File: src/hdl/dfr_pkg.sv
package dfr_pkg;

  // default frame length and register reset values
  localparam int unsigned FRAME_BYTES_DEF = 16;
  localparam logic [7:0]  WINDOW_RST      = 8'd20;
  localparam logic [15:0] STALE_RST       = 16'd2000;
  localparam logic [7:0]  OPEN_RST        = 8'h28;
  localparam logic [7:0]  CLOSE_RST       = 8'h29;
  localparam logic [7:0]  FILL_RST        = 8'hFF;

  // command queue between front and back
  localparam int unsigned Q_DEPTH = 2;

  // register file address and data widths
  localparam int unsigned PADDR_W = 5;
  localparam int unsigned PDATA_W = 32;

  typedef enum logic [2:0] {
    REG_WINDOW = 3'd0,
    REG_STALE  = 3'd1,
    REG_OPEN   = 3'd2,
    REG_CLOSE  = 3'd3,
    REG_FILL   = 3'd4
  } reg_idx_e;

  typedef struct packed {
    logic [7:0]  window_ticks;
    logic [15:0] stale_ticks;
    logic [7:0]  open_char;
    logic [7:0]  close_char;
    logic [7:0]  fill_byte;
  } cfg_t;

  // one frame to send: stored payload from a bank, or a fill frame
  typedef struct packed {
    logic       fill;
    logic [7:0] fill_byte;
    logic       bank;
  } cmd_t;

  // payload bank handed back to the front
  typedef struct packed {
    logic valid;
    logic bank;
  } rel_t;

endpackage

File: src/hdl/dfr_queue.sv
module dfr_queue (
  input  logic          clk_i,
  input  logic          rst_ni,
  input  logic          push_i,
  input  dfr_pkg::cmd_t push_data_i,
  output logic          full_o,
  input  logic          pop_i,
  output logic          empty_o,
  output dfr_pkg::cmd_t head_o
);

  localparam int unsigned PTR_W = (dfr_pkg::Q_DEPTH > 1) ? $clog2(dfr_pkg::Q_DEPTH) : 1;
  localparam int unsigned CNT_W = $clog2(dfr_pkg::Q_DEPTH + 1);

  dfr_pkg::cmd_t entry_q [dfr_pkg::Q_DEPTH];
  logic [PTR_W-1:0] wr_ptr_q, rd_ptr_q;
  logic [CNT_W-1:0] count_q;

  assign full_o  = (count_q == CNT_W'(dfr_pkg::Q_DEPTH));
  assign empty_o = (count_q == '0);
  assign head_o  = entry_q[rd_ptr_q];

  always_ff @(posedge clk_i) begin
    if (push_i) begin
      entry_q[wr_ptr_q] <= push_data_i;
    end
  end

  always_ff @(posedge clk_i or negedge rst_ni) begin
    if (!rst_ni) begin
      wr_ptr_q <= '0;
      rd_ptr_q <= '0;
      count_q  <= '0;
    end else begin
      if (push_i) begin
        wr_ptr_q <= (wr_ptr_q == PTR_W'(dfr_pkg::Q_DEPTH - 1)) ? '0 : wr_ptr_q + 1'b1;
      end
      if (pop_i) begin
        rd_ptr_q <= (rd_ptr_q == PTR_W'(dfr_pkg::Q_DEPTH - 1)) ? '0 : rd_ptr_q + 1'b1;
      end
      if (push_i && !pop_i) begin
        count_q <= count_q + 1'b1;
      end else if (pop_i && !push_i) begin
        count_q <= count_q - 1'b1;
      end
    end
  end

endmodule

File: src/hdl/dfr_front.sv
module dfr_front #(
  parameter int unsigned FRAME_BYTES = dfr_pkg::FRAME_BYTES_DEF,
  localparam int unsigned CNT_W = (FRAME_BYTES > 1) ? $clog2(FRAME_BYTES) : 1
) (
  input  logic             clk_i,
  input  logic             rst_ni,
  input  logic             in_valid_i,
  output logic             in_ready_o,
  input  logic             func_i,
  input  logic [7:0]       rx_byte_i,
  input  dfr_pkg::cfg_t    cfg_i,
  input  logic             q_full_i,
  output logic             push_o,
  output dfr_pkg::cmd_t    push_cmd_o,
  output logic             wr_en_o,
  output logic [CNT_W:0]   wr_addr_o,
  output logic [7:0]       wr_data_o,
  input  dfr_pkg::rel_t    rel_i
);

  localparam logic [CNT_W-1:0] LAST_IDX = CNT_W'(FRAME_BYTES - 1);

  typedef enum logic [1:0] {
    PH_HUNT,
    PH_DATA,
    PH_CLOSE
  } phase_e;

  phase_e           phase_q, phase_d;
  logic [CNT_W-1:0] cnt_q, cnt_d;
  logic [7:0]       win_q, win_d, win_inc;
  logic [15:0]      stale_q, stale_d, stale_inc;
  logic             lost_q, lost_d;
  logic             wr_bank_q, wr_bank_d;
  logic [1:0]       busy_q, busy_d;
  logic             acc;

  // a bank still being read out by the back may not be overwritten
  assign in_ready_o = !q_full_i && !busy_q[wr_bank_q];
  assign acc        = in_valid_i && in_ready_o;
  assign wr_addr_o  = {wr_bank_q, cnt_q};
  assign wr_data_o  = rx_byte_i;

  assign win_inc   = (win_q == 8'hFF) ? win_q : win_q + 8'd1;
  assign stale_inc = (stale_q == 16'hFFFF) ? stale_q : stale_q + 16'd1;

  always_comb begin
    phase_d    = phase_q;
    cnt_d      = cnt_q;
    win_d      = win_q;
    stale_d    = stale_q;
    lost_d     = lost_q;
    wr_bank_d  = wr_bank_q;
    busy_d     = busy_q;
    push_o     = 1'b0;
    push_cmd_o = '0;
    wr_en_o    = 1'b0;

    if (rel_i.valid) begin
      busy_d[rel_i.bank] = 1'b0;
    end

    if (acc) begin
      if (!func_i) begin
        unique case (phase_q)
          PH_HUNT: begin
            if (rx_byte_i == cfg_i.open_char) begin
              phase_d = PH_DATA;
              cnt_d   = '0;
              win_d   = '0;
            end
          end
          PH_DATA: begin
            wr_en_o = 1'b1;
            if (cnt_q == LAST_IDX) begin
              cnt_d   = '0;
              phase_d = PH_CLOSE;
            end else begin
              cnt_d = cnt_q + 1'b1;
            end
          end
          PH_CLOSE: begin
            phase_d = PH_HUNT;
            cnt_d   = '0;
            if (rx_byte_i == cfg_i.close_char) begin
              stale_d           = '0;
              lost_d            = 1'b0;
              push_o            = 1'b1;
              push_cmd_o.bank   = wr_bank_q;
              wr_bank_d         = ~wr_bank_q;
              busy_d[wr_bank_q] = 1'b1;
            end
          end
          default: begin
            phase_d = PH_HUNT;
          end
        endcase
      end else begin
        if (phase_q != PH_HUNT) begin
          win_d = win_inc;
          if (win_inc >= cfg_i.window_ticks) begin
            phase_d = PH_HUNT;
            cnt_d   = '0;
          end
        end
        stale_d = stale_inc;
        if (!lost_q && stale_inc >= cfg_i.stale_ticks) begin
          lost_d               = 1'b1;
          push_o               = 1'b1;
          push_cmd_o.fill      = 1'b1;
          push_cmd_o.fill_byte = cfg_i.fill_byte;
        end
      end
    end
  end

  always_ff @(posedge clk_i or negedge rst_ni) begin
    if (!rst_ni) begin
      phase_q   <= PH_HUNT;
      cnt_q     <= '0;
      win_q     <= '0;
      stale_q   <= '0;
      lost_q    <= 1'b0;
      wr_bank_q <= 1'b0;
      busy_q    <= '0;
    end else begin
      phase_q   <= phase_d;
      cnt_q     <= cnt_d;
      win_q     <= win_d;
      stale_q   <= stale_d;
      lost_q    <= lost_d;
      wr_bank_q <= wr_bank_d;
      busy_q    <= busy_d;
    end
  end

endmodule

File: src/hdl/dfr_back.sv
module dfr_back #(
  parameter int unsigned FRAME_BYTES = dfr_pkg::FRAME_BYTES_DEF,
  localparam int unsigned CNT_W = (FRAME_BYTES > 1) ? $clog2(FRAME_BYTES) : 1
) (
  input  logic           clk_i,
  input  logic           rst_ni,
  input  logic           wr_en_i,
  input  logic [CNT_W:0] wr_addr_i,
  input  logic [7:0]     wr_data_i,
  input  logic           q_empty_i,
  input  dfr_pkg::cmd_t  q_head_i,
  output logic           pop_o,
  output dfr_pkg::rel_t  rel_o,
  output logic           out_valid_o,
  input  logic           out_ready_i,
  output logic [7:0]     out_byte_o,
  output logic           out_last_o,
  output logic           link_lost_o
);

  localparam int unsigned    MEM_DEPTH = 2 ** (CNT_W + 1);
  localparam logic [CNT_W-1:0] LAST_IDX = CNT_W'(FRAME_BYTES - 1);

  // two payload banks
  logic [7:0] mem [MEM_DEPTH];
  logic [7:0] rd_data_q;

  logic             active_q;
  dfr_pkg::cmd_t    cmd_q;
  logic [CNT_W-1:0] idx_q;

  // read stage
  logic       s1_v_q, s1_last_q, s1_fill_q;
  logic [7:0] s1_fb_q;

  // output register
  logic       out_v_q, out_last_q, out_lost_q;
  logic [7:0] out_byte_q;

  logic out_adv, s1_free, issue, last_issue;

  assign out_adv    = !out_v_q || out_ready_i;
  assign s1_free    = !s1_v_q || out_adv;
  assign issue      = active_q && s1_free;
  assign last_issue = issue && (idx_q == LAST_IDX);
  assign pop_o      = !active_q && !q_empty_i;

  // bank is free once its last byte has been read
  assign rel_o.valid = last_issue && !cmd_q.fill;
  assign rel_o.bank  = cmd_q.bank;

  assign out_valid_o = out_v_q;
  assign out_byte_o  = out_byte_q;
  assign out_last_o  = out_last_q;
  assign link_lost_o = out_lost_q;

  always_ff @(posedge clk_i) begin
    if (wr_en_i) begin
      mem[wr_addr_i] <= wr_data_i;
    end
    if (issue) begin
      rd_data_q <= mem[{cmd_q.bank, idx_q}];
    end
  end

  always_ff @(posedge clk_i) begin
    if (pop_o) begin
      cmd_q <= q_head_i;
    end
    if (issue) begin
      s1_last_q <= (idx_q == LAST_IDX);
      s1_fill_q <= cmd_q.fill;
      s1_fb_q   <= cmd_q.fill_byte;
    end
    if (out_adv) begin
      out_byte_q <= s1_fill_q ? s1_fb_q : rd_data_q;
      out_last_q <= s1_last_q;
      out_lost_q <= s1_fill_q;
    end
  end

  always_ff @(posedge clk_i or negedge rst_ni) begin
    if (!rst_ni) begin
      active_q <= 1'b0;
      idx_q    <= '0;
      s1_v_q   <= 1'b0;
      out_v_q  <= 1'b0;
    end else begin
      if (pop_o) begin
        active_q <= 1'b1;
        idx_q    <= '0;
      end else if (issue) begin
        if (last_issue) begin
          active_q <= 1'b0;
          idx_q    <= '0;
        end else begin
          idx_q <= idx_q + 1'b1;
        end
      end
      if (s1_free) begin
        s1_v_q <= issue;
      end
      if (out_adv) begin
        out_v_q <= s1_v_q;
      end
    end
  end

endmodule

File: src/hdl/delimited_frame_receiver_top.sv
// delimited frame receiver: each input request is a received serial byte (func_i = 0) or a
// one millisecond tick (func_i = 1). the receiver hunts for open_char, stores exactly
// FRAME_BYTES payload bytes and then expects close_char; on a good close the frame is sent
// out as FRAME_BYTES output requests with out_last_o on the final byte. a wrong close or a
// frame still open after window_ticks ticks is dropped silently. if no good frame arrives
// for stale_ticks ticks, one frame of fill_byte values goes out with link_lost_o set, once
// per outage. an input request is taken every clock cycle while in_ready_o is high, and
// output bytes stream at one per cycle within a frame while out_ready_i is high, with a gap
// between frames; a frame's command passes the queue, command register, read stage and
// output register before its first byte leaves. in_ready_o drops only when two frames are
// already waiting, or when the next payload bank is not yet read out, so a burst of
// FRAME_BYTES outputs is absorbed between delimiters. configuration is a small apb register
// file (window, stale, open, close, fill at byte offsets 0x0 to 0x10), written while idle
module delimited_frame_receiver_top #(
  parameter int unsigned FRAME_BYTES = dfr_pkg::FRAME_BYTES_DEF
) (
  input  logic                        clk_i,
  input  logic                        rst_ni,
  // input requests
  input  logic                        in_valid_i,
  output logic                        in_ready_o,
  input  logic                        func_i,
  input  logic [7:0]                  rx_byte_i,
  // output requests
  output logic                        out_valid_o,
  input  logic                        out_ready_i,
  output logic [7:0]                  out_byte_o,
  output logic                        out_last_o,
  output logic                        link_lost_o,
  // apb register port
  input  logic                        psel,
  input  logic                        penable,
  input  logic                        pwrite,
  input  logic [dfr_pkg::PADDR_W-1:0] paddr,
  input  logic [dfr_pkg::PDATA_W-1:0] pwdata,
  output logic [dfr_pkg::PDATA_W-1:0] prdata,
  output logic                        pready
);

  localparam int unsigned CNT_W = (FRAME_BYTES > 1) ? $clog2(FRAME_BYTES) : 1;

  // ---------------------------------------------------------------------------
  // register file
  // ---------------------------------------------------------------------------
  dfr_pkg::cfg_t    cfg_q;
  dfr_pkg::reg_idx_e reg_idx;
  logic             cfg_wr;

  assign pready  = 1'b1;
  assign reg_idx = dfr_pkg::reg_idx_e'(paddr[dfr_pkg::PADDR_W-1:2]);
  assign cfg_wr  = psel && penable && pwrite && pready;

  always_ff @(posedge clk_i or negedge rst_ni) begin
    if (!rst_ni) begin
      cfg_q.window_ticks <= dfr_pkg::WINDOW_RST;
      cfg_q.stale_ticks  <= dfr_pkg::STALE_RST;
      cfg_q.open_char    <= dfr_pkg::OPEN_RST;
      cfg_q.close_char   <= dfr_pkg::CLOSE_RST;
      cfg_q.fill_byte    <= dfr_pkg::FILL_RST;
    end else if (cfg_wr) begin
      unique case (reg_idx)
        dfr_pkg::REG_WINDOW: cfg_q.window_ticks <= pwdata[7:0];
        dfr_pkg::REG_STALE:  cfg_q.stale_ticks  <= pwdata[15:0];
        dfr_pkg::REG_OPEN:   cfg_q.open_char    <= pwdata[7:0];
        dfr_pkg::REG_CLOSE:  cfg_q.close_char   <= pwdata[7:0];
        dfr_pkg::REG_FILL:   cfg_q.fill_byte    <= pwdata[7:0];
        default: begin
          // addresses past the register list are ignored
        end
      endcase
    end
  end

  // read back, zero extended
  always_comb begin
    unique case (reg_idx)
      dfr_pkg::REG_WINDOW: prdata = dfr_pkg::PDATA_W'(cfg_q.window_ticks);
      dfr_pkg::REG_STALE:  prdata = dfr_pkg::PDATA_W'(cfg_q.stale_ticks);
      dfr_pkg::REG_OPEN:   prdata = dfr_pkg::PDATA_W'(cfg_q.open_char);
      dfr_pkg::REG_CLOSE:  prdata = dfr_pkg::PDATA_W'(cfg_q.close_char);
      dfr_pkg::REG_FILL:   prdata = dfr_pkg::PDATA_W'(cfg_q.fill_byte);
      default:             prdata = '0;
    endcase
  end

  // ---------------------------------------------------------------------------
  // front: delimiter hunt, payload capture, window and staleness timers
  // ---------------------------------------------------------------------------
  logic             q_full, q_empty, push, pop;
  dfr_pkg::cmd_t    push_cmd, q_head;
  dfr_pkg::rel_t    rel;
  logic             wr_en;
  logic [CNT_W:0]   wr_addr;
  logic [7:0]       wr_data;

  dfr_front #(
    .FRAME_BYTES (FRAME_BYTES)
  ) u_front (
    .clk_i      (clk_i),
    .rst_ni     (rst_ni),
    .in_valid_i (in_valid_i),
    .in_ready_o (in_ready_o),
    .func_i     (func_i),
    .rx_byte_i  (rx_byte_i),
    .cfg_i      (cfg_q),
    .q_full_i   (q_full),
    .push_o     (push),
    .push_cmd_o (push_cmd),
    .wr_en_o    (wr_en),
    .wr_addr_o  (wr_addr),
    .wr_data_o  (wr_data),
    .rel_i      (rel)
  );

  // ---------------------------------------------------------------------------
  // frame command queue: good frames (with their bank) and fill frames
  // ---------------------------------------------------------------------------
  dfr_queue u_queue (
    .clk_i       (clk_i),
    .rst_ni      (rst_ni),
    .push_i      (push),
    .push_data_i (push_cmd),
    .full_o      (q_full),
    .pop_i       (pop),
    .empty_o     (q_empty),
    .head_o      (q_head)
  );

  // ---------------------------------------------------------------------------
  // back: payload banks and byte streaming
  // ---------------------------------------------------------------------------
  dfr_back #(
    .FRAME_BYTES (FRAME_BYTES)
  ) u_back (
    .clk_i       (clk_i),
    .rst_ni      (rst_ni),
    .wr_en_i     (wr_en),
    .wr_addr_i   (wr_addr),
    .wr_data_i   (wr_data),
    .q_empty_i   (q_empty),
    .q_head_i    (q_head),
    .pop_o       (pop),
    .rel_o       (rel),
    .out_valid_o (out_valid_o),
    .out_ready_i (out_ready_i),
    .out_byte_o  (out_byte_o),
    .out_last_o  (out_last_o),
    .link_lost_o (link_lost_o)
  );

endmodule

File: config.mk
export PLATFORM = sky130hd
export DESIGN_NAME = delimited_frame_receiver_top
export DESIGN_NICKNAME = d
export VERILOG_FILES = /design/src/hdl/dfr_pkg.sv /design/src/hdl/dfr_queue.sv /design/src/hdl/dfr_front.sv /design/src/hdl/dfr_back.sv /design/src/hdl/delimited_frame_receiver_top.sv
export SDC_FILE = /design/constraint.sdc
export NUM_CORES = 1
export LEC_CHECK = 0
export ABC_AREA = 1
export BUFFER_PORTS_ARGS = -buffer_cell sky130_fd_sc_hd__buf_2
export CORE_MARGIN = 5
export CORE_UTILIZATION = 61
export DETAILED_ROUTE_END_ITERATION = 8
export PLACE_DENSITY = 0.87
export REMOVE_ABC_BUFFERS = 1
export SYNTH_ARGS = -nofsm -noshare
export SYNTH_HDL_FRONTEND = slang
export SYNTH_SLANG_ARGS = --single-unit
File: constraint.sdc
create_clock -name clk_i -period 3.3 [get_ports clk_i]
set_input_delay 0.165 -clock clk_i [delete_from_list [all_inputs] [get_ports clk_i]]
set_output_delay 0.165 -clock clk_i [all_outputs]
set_load 0.02 [all_outputs]
==> results_dict.tcl <==
set metrics [dict create \
    run_status "complete, no violations" \
    synthMuxAreaShare_pct 0.500 \
    timing.fmax_ghz 0.315 \
    power_density_nw_per_um2 730 \
    place.gp.congestion 0.894 \
    die_h_um 182 \
    path_cells "ha_1 -> nand2_1 -> inv_1 -> nand3_2 -> nor2_4 -> buf_4 -> nand3_1 -> o21ai_1 -> inv_1 -> ha_1 -> nand4_1 -> nor3_1 -> nand2_1 -> nand2_1 -> nand2_2 -> nand2_1 -> ha_4 -> a21oi_2 -> o21ai_1 -> xor2_1" \
    firstDrtPassIters 6 \
    placement.cell_area_um2 18800 \
    place_hpwl_um 27200 \
    cp.arrival_ns 3.57 \
    synthFlopType "edfxtp_1" \
    setup_viol 0 \
    setup_slack_ns 0.126 \
    synth_xor_area_share_pct 1.02 \
    root_buffer "clkbuf_16" \
    rsz0062_at_grt "true" \
    syn_area_per_cell_um2 10.8 \
    power_mw 14.8 \
    die_w_um 182 \
    grt_pass1_wl_um 68700 \
    drc 0 \
    drive_gt1_share_pct 13.2 \
    num_antenna_cells 0 \
    detailedPlace.worstSlack_ns -0.0826 \
    io_pins 98 \
    synth_top_cell_area_share_pct 52.4 \
    holdCritPathClass "in -> reg" \
    yosys_warnings 0 \
    syn2layout_area_growth_pct 12.5 \
    synth_top_area_cell "edfxtp_1" \
    port_buffers 62 \
    synthDistinctLibCells 47 \
    grtUsageTotal_pct 26.2 \
    worst_setup_path_start_kind "register" \
    vias 13200 \
    nFillCells 1883 \
    cts_buffer_depth 3 \
    async_flop_share_pct 22.9 \
    finalClockSkew_ns 0.0155 \
    wl_um 43800 \
    cts-buffers-inserted 39 \
    cts.reportedPaths.clkPinSlew_ns 0.05 \
    yosysSeqAreaShare_pct 65.4 \
    nNetsFinal 1855 \
    cp_data_required_time_ns 3.69 \
    synth_edf_count 314 \
    ys_ff_latch 407 \
    wl_per_cell_um 20.0 \
    synthAdderAreaFrac_pct 2.22 \
    clock_sinks 407 \
    grt_pass1_vias 12800 \
    vias_per_cell 6.05 \
    crit_path_max_fanout 4 \
    peakVddDrop_mv 0.477 \
    worstSetupPathType "reg -> reg" \
    synth_top_family_by_area "simple AND/OR/NAND/NOR gates" \
    final_hold_viol_count 0 \
    insertion_delay_ns 0.52 \
    synthesis.area_um2 18000 \
    holdWs_ns 0.0202 \
    crit_buf_inv 3 \
    cts_htree_levels 2 \
    relSlewSlack_pct 33.9 \
    worst_pin_slew_ns 0.989 \
    final_area_um2 20300 \
    synth_area_leaders "edfxtp_1 52%, dfrtp_1 10%, nand2_1 7.3%, o21ai_0 4.5%, nor2_1 4.4%" \
    synthCells 1671 \
    p_leak_nw 8.03 \
    ant_nets 0 \
    drtIter0Drc 1729 \
    start_util_pct 61.2 \
    grt-ovfl-total 0 \
    synth_compound_area_share_pct 9.03 \
    synth_simple_gate_area_share_pct 16.6 \
    crit_path_end_kind "register" \
    crit_family "simple AND/OR/NAND/NOR gates" \
    fin_crit_ns 3.17 \
    slowest_stage "dfrtp_1" \
    maxCapViolCount 0 \
    coreArea_um2 29400 \
    crit_path_max_incr_delay_ns 0.39 \
    post-route-period-util_pct 96.2 \
    row_count 63 \
    cts_tree "yes" \
    grt_start_max_net_pins 78 \
    maxSlewViolCount 0 \
    die_area_um2 33100 \
    cp_common_cell "nand2_1" \
    antenna_found_initial 0 \
]
-- worst reg2reg max path: cells and delay by family, from the launching register on --
kind	cells	cell delay, ns
AO/OA/AOI/OAI	3	0.45
flip-flops	1	0.39
XOR/XNOR	1	0.15
buffers and inverters	3	0.31
AND/OR/NAND/NOR	10	1.06
adder cells (fa/ha/maj)	3	0.69
-- synthesized netlist by cell type (all sizes together), types with 8 or more instances --
cell    count
o211ai     19
inv       120
nand2     353
nand4      18
xor2       11
nand3      99
a21oi      37
edfxtp    314
o21ai     169
ha         32
buf        47
o221ai     22
nor3       11
nor2      224
dfstp      21
xnor2      10
o22ai      23
clkbuf     36
dfrtp      72
mux2        8
-- placed cells by master (no fill, tap or decap), drive strengths merged --
master,count
dfrtp,72
dlygate4sd3,15
o22ai,23
conb,17
dfstp,21
o21bai,3
and2,1
or2,2
clkbuf,45
a21boi,1
a221oi,5
nand3b,1
nor3,11
o31ai,1
and3,1
edfxtp,314
o211ai,19
xnor2,10
buf,110
bufinv,4
a31oi,2
a21oi,37
ha,32
a21o,1
inv,119
nor2,224
mux2,8
o221ai,22
xor2,11
clkinvlp,2
clkinv,24
nand2,353
nand4,19
o21ai,169
nand3,99
-- area by class of cell --
cell class	count	area (um2)	area share [%]
Multi-Input combinational cell	1072	5430	26.8
Inverter	125	474	2.34
Timing Repair Buffer	125	848	4.19
Tap cell	390	488	2.41
Sequential cell	407	11800	58.2
Clock buffer	45	1010	4.98
Clock inverter	24	219	1.08
-- worst paths after layout --
kind / startpoint / endpoint / slack (ns) / cells past startpoint
max: u_front.stale_q[1]$_DFFE_PN0P_ / u_queue.count_q[1]$_DFFE_PN0P_ / 0.13 / 20
min: pwdata[1] / cfg_q[1]$_DFFE_PN1P_ / 0.02 / 3
max reg2reg: u_front.stale_q[1]$_DFFE_PN0P_ / u_queue.count_q[1]$_DFFE_PN0P_ / 0.13 / 20
min reg2reg: u_back.cmd_q[2]$_DFFE_PP_ / u_back.s1_fb_q[1]$_DFFE_PP_ / 0.42 / 0
max in group asynchronous: rst_ni / cfg_q[42]$_DFFE_PN1P_ / 2.04 / 3
min in group asynchronous: rst_ni / cfg_q[38]$_DFFE_PN0P_ / 0.27 / 2
-- routing by layer --
layer | vias to the layer above | track usage (%) | part of all wire, % | wire length, um
li1 | 5931 | - | - | -
met1 | 6288 | 35.2 | 37 | 16200
met2 | 855 | 42.5 | 48 | 21000
met3 | 156 | 4.51 | 10 | 4370
met4 | 0 | 11.4 | 4.9 | 2140
met5 | - | 0 | 0 | 0
-- registers in the layout, indices dropped and copies added (netlist names), 2 cells and up --
name,flops
u_front.stale_q,16
u_front.phase_q,2
u_queue.entry_q,20
u_back.rd_data_q,8
u_back.idx_q,4
u_front.win_q,8
u_back.cmd_q,9
u_front.busy_q,2
cfg_q,48
u_back.mem,256
u_back.out_byte_o,8
u_back.s1_fb_q,8
u_front.cnt_q,4
u_queue.count_q,2
-- where the power goes --
group          leakage (nW)  switching (mW)  internal (mW)
clock network         0.604            1.82           2.50
registers              3.95           0.260           6.02
logic                  3.47            2.91           1.27
-- stage by stage --
step                      setup TNS [ns]  cells  utilization [%]
final                                  0   2188             68.9
after global routing              -0.313   2188             68.9
after CTS                              0   2185             68.6
after detailed placement         -0.0826   2097             63.8
after global placement                 0   2097             63.8
after floorplan                    -9.34   1603                -
-- cell families (layout without fill, tap and decap cells) --
kind of cell               count (synthesis)  after routing
and+or+nand+nor                          710            711
DFF                                      407            407
AOI/OAI and AO/OA                        283            283
adders and majority gates                 32             32
buffers and inverters                    208            319
xor gates and xnor gates                  21             21
other                                      2             17
muxes                                      8              8
-- what timing repair did --
action                                  in CTS  in global routing
setup buffers                                3                  2
cloned                                       1                  1
hold buffers                                15                  0
hold endpoints to repair                    69                  0
gates resized for setup                      3                 13
endpoints found under the setup margin       1                 21
pin swaps                                    1                  1
Power figures use the tool's default switching activity.
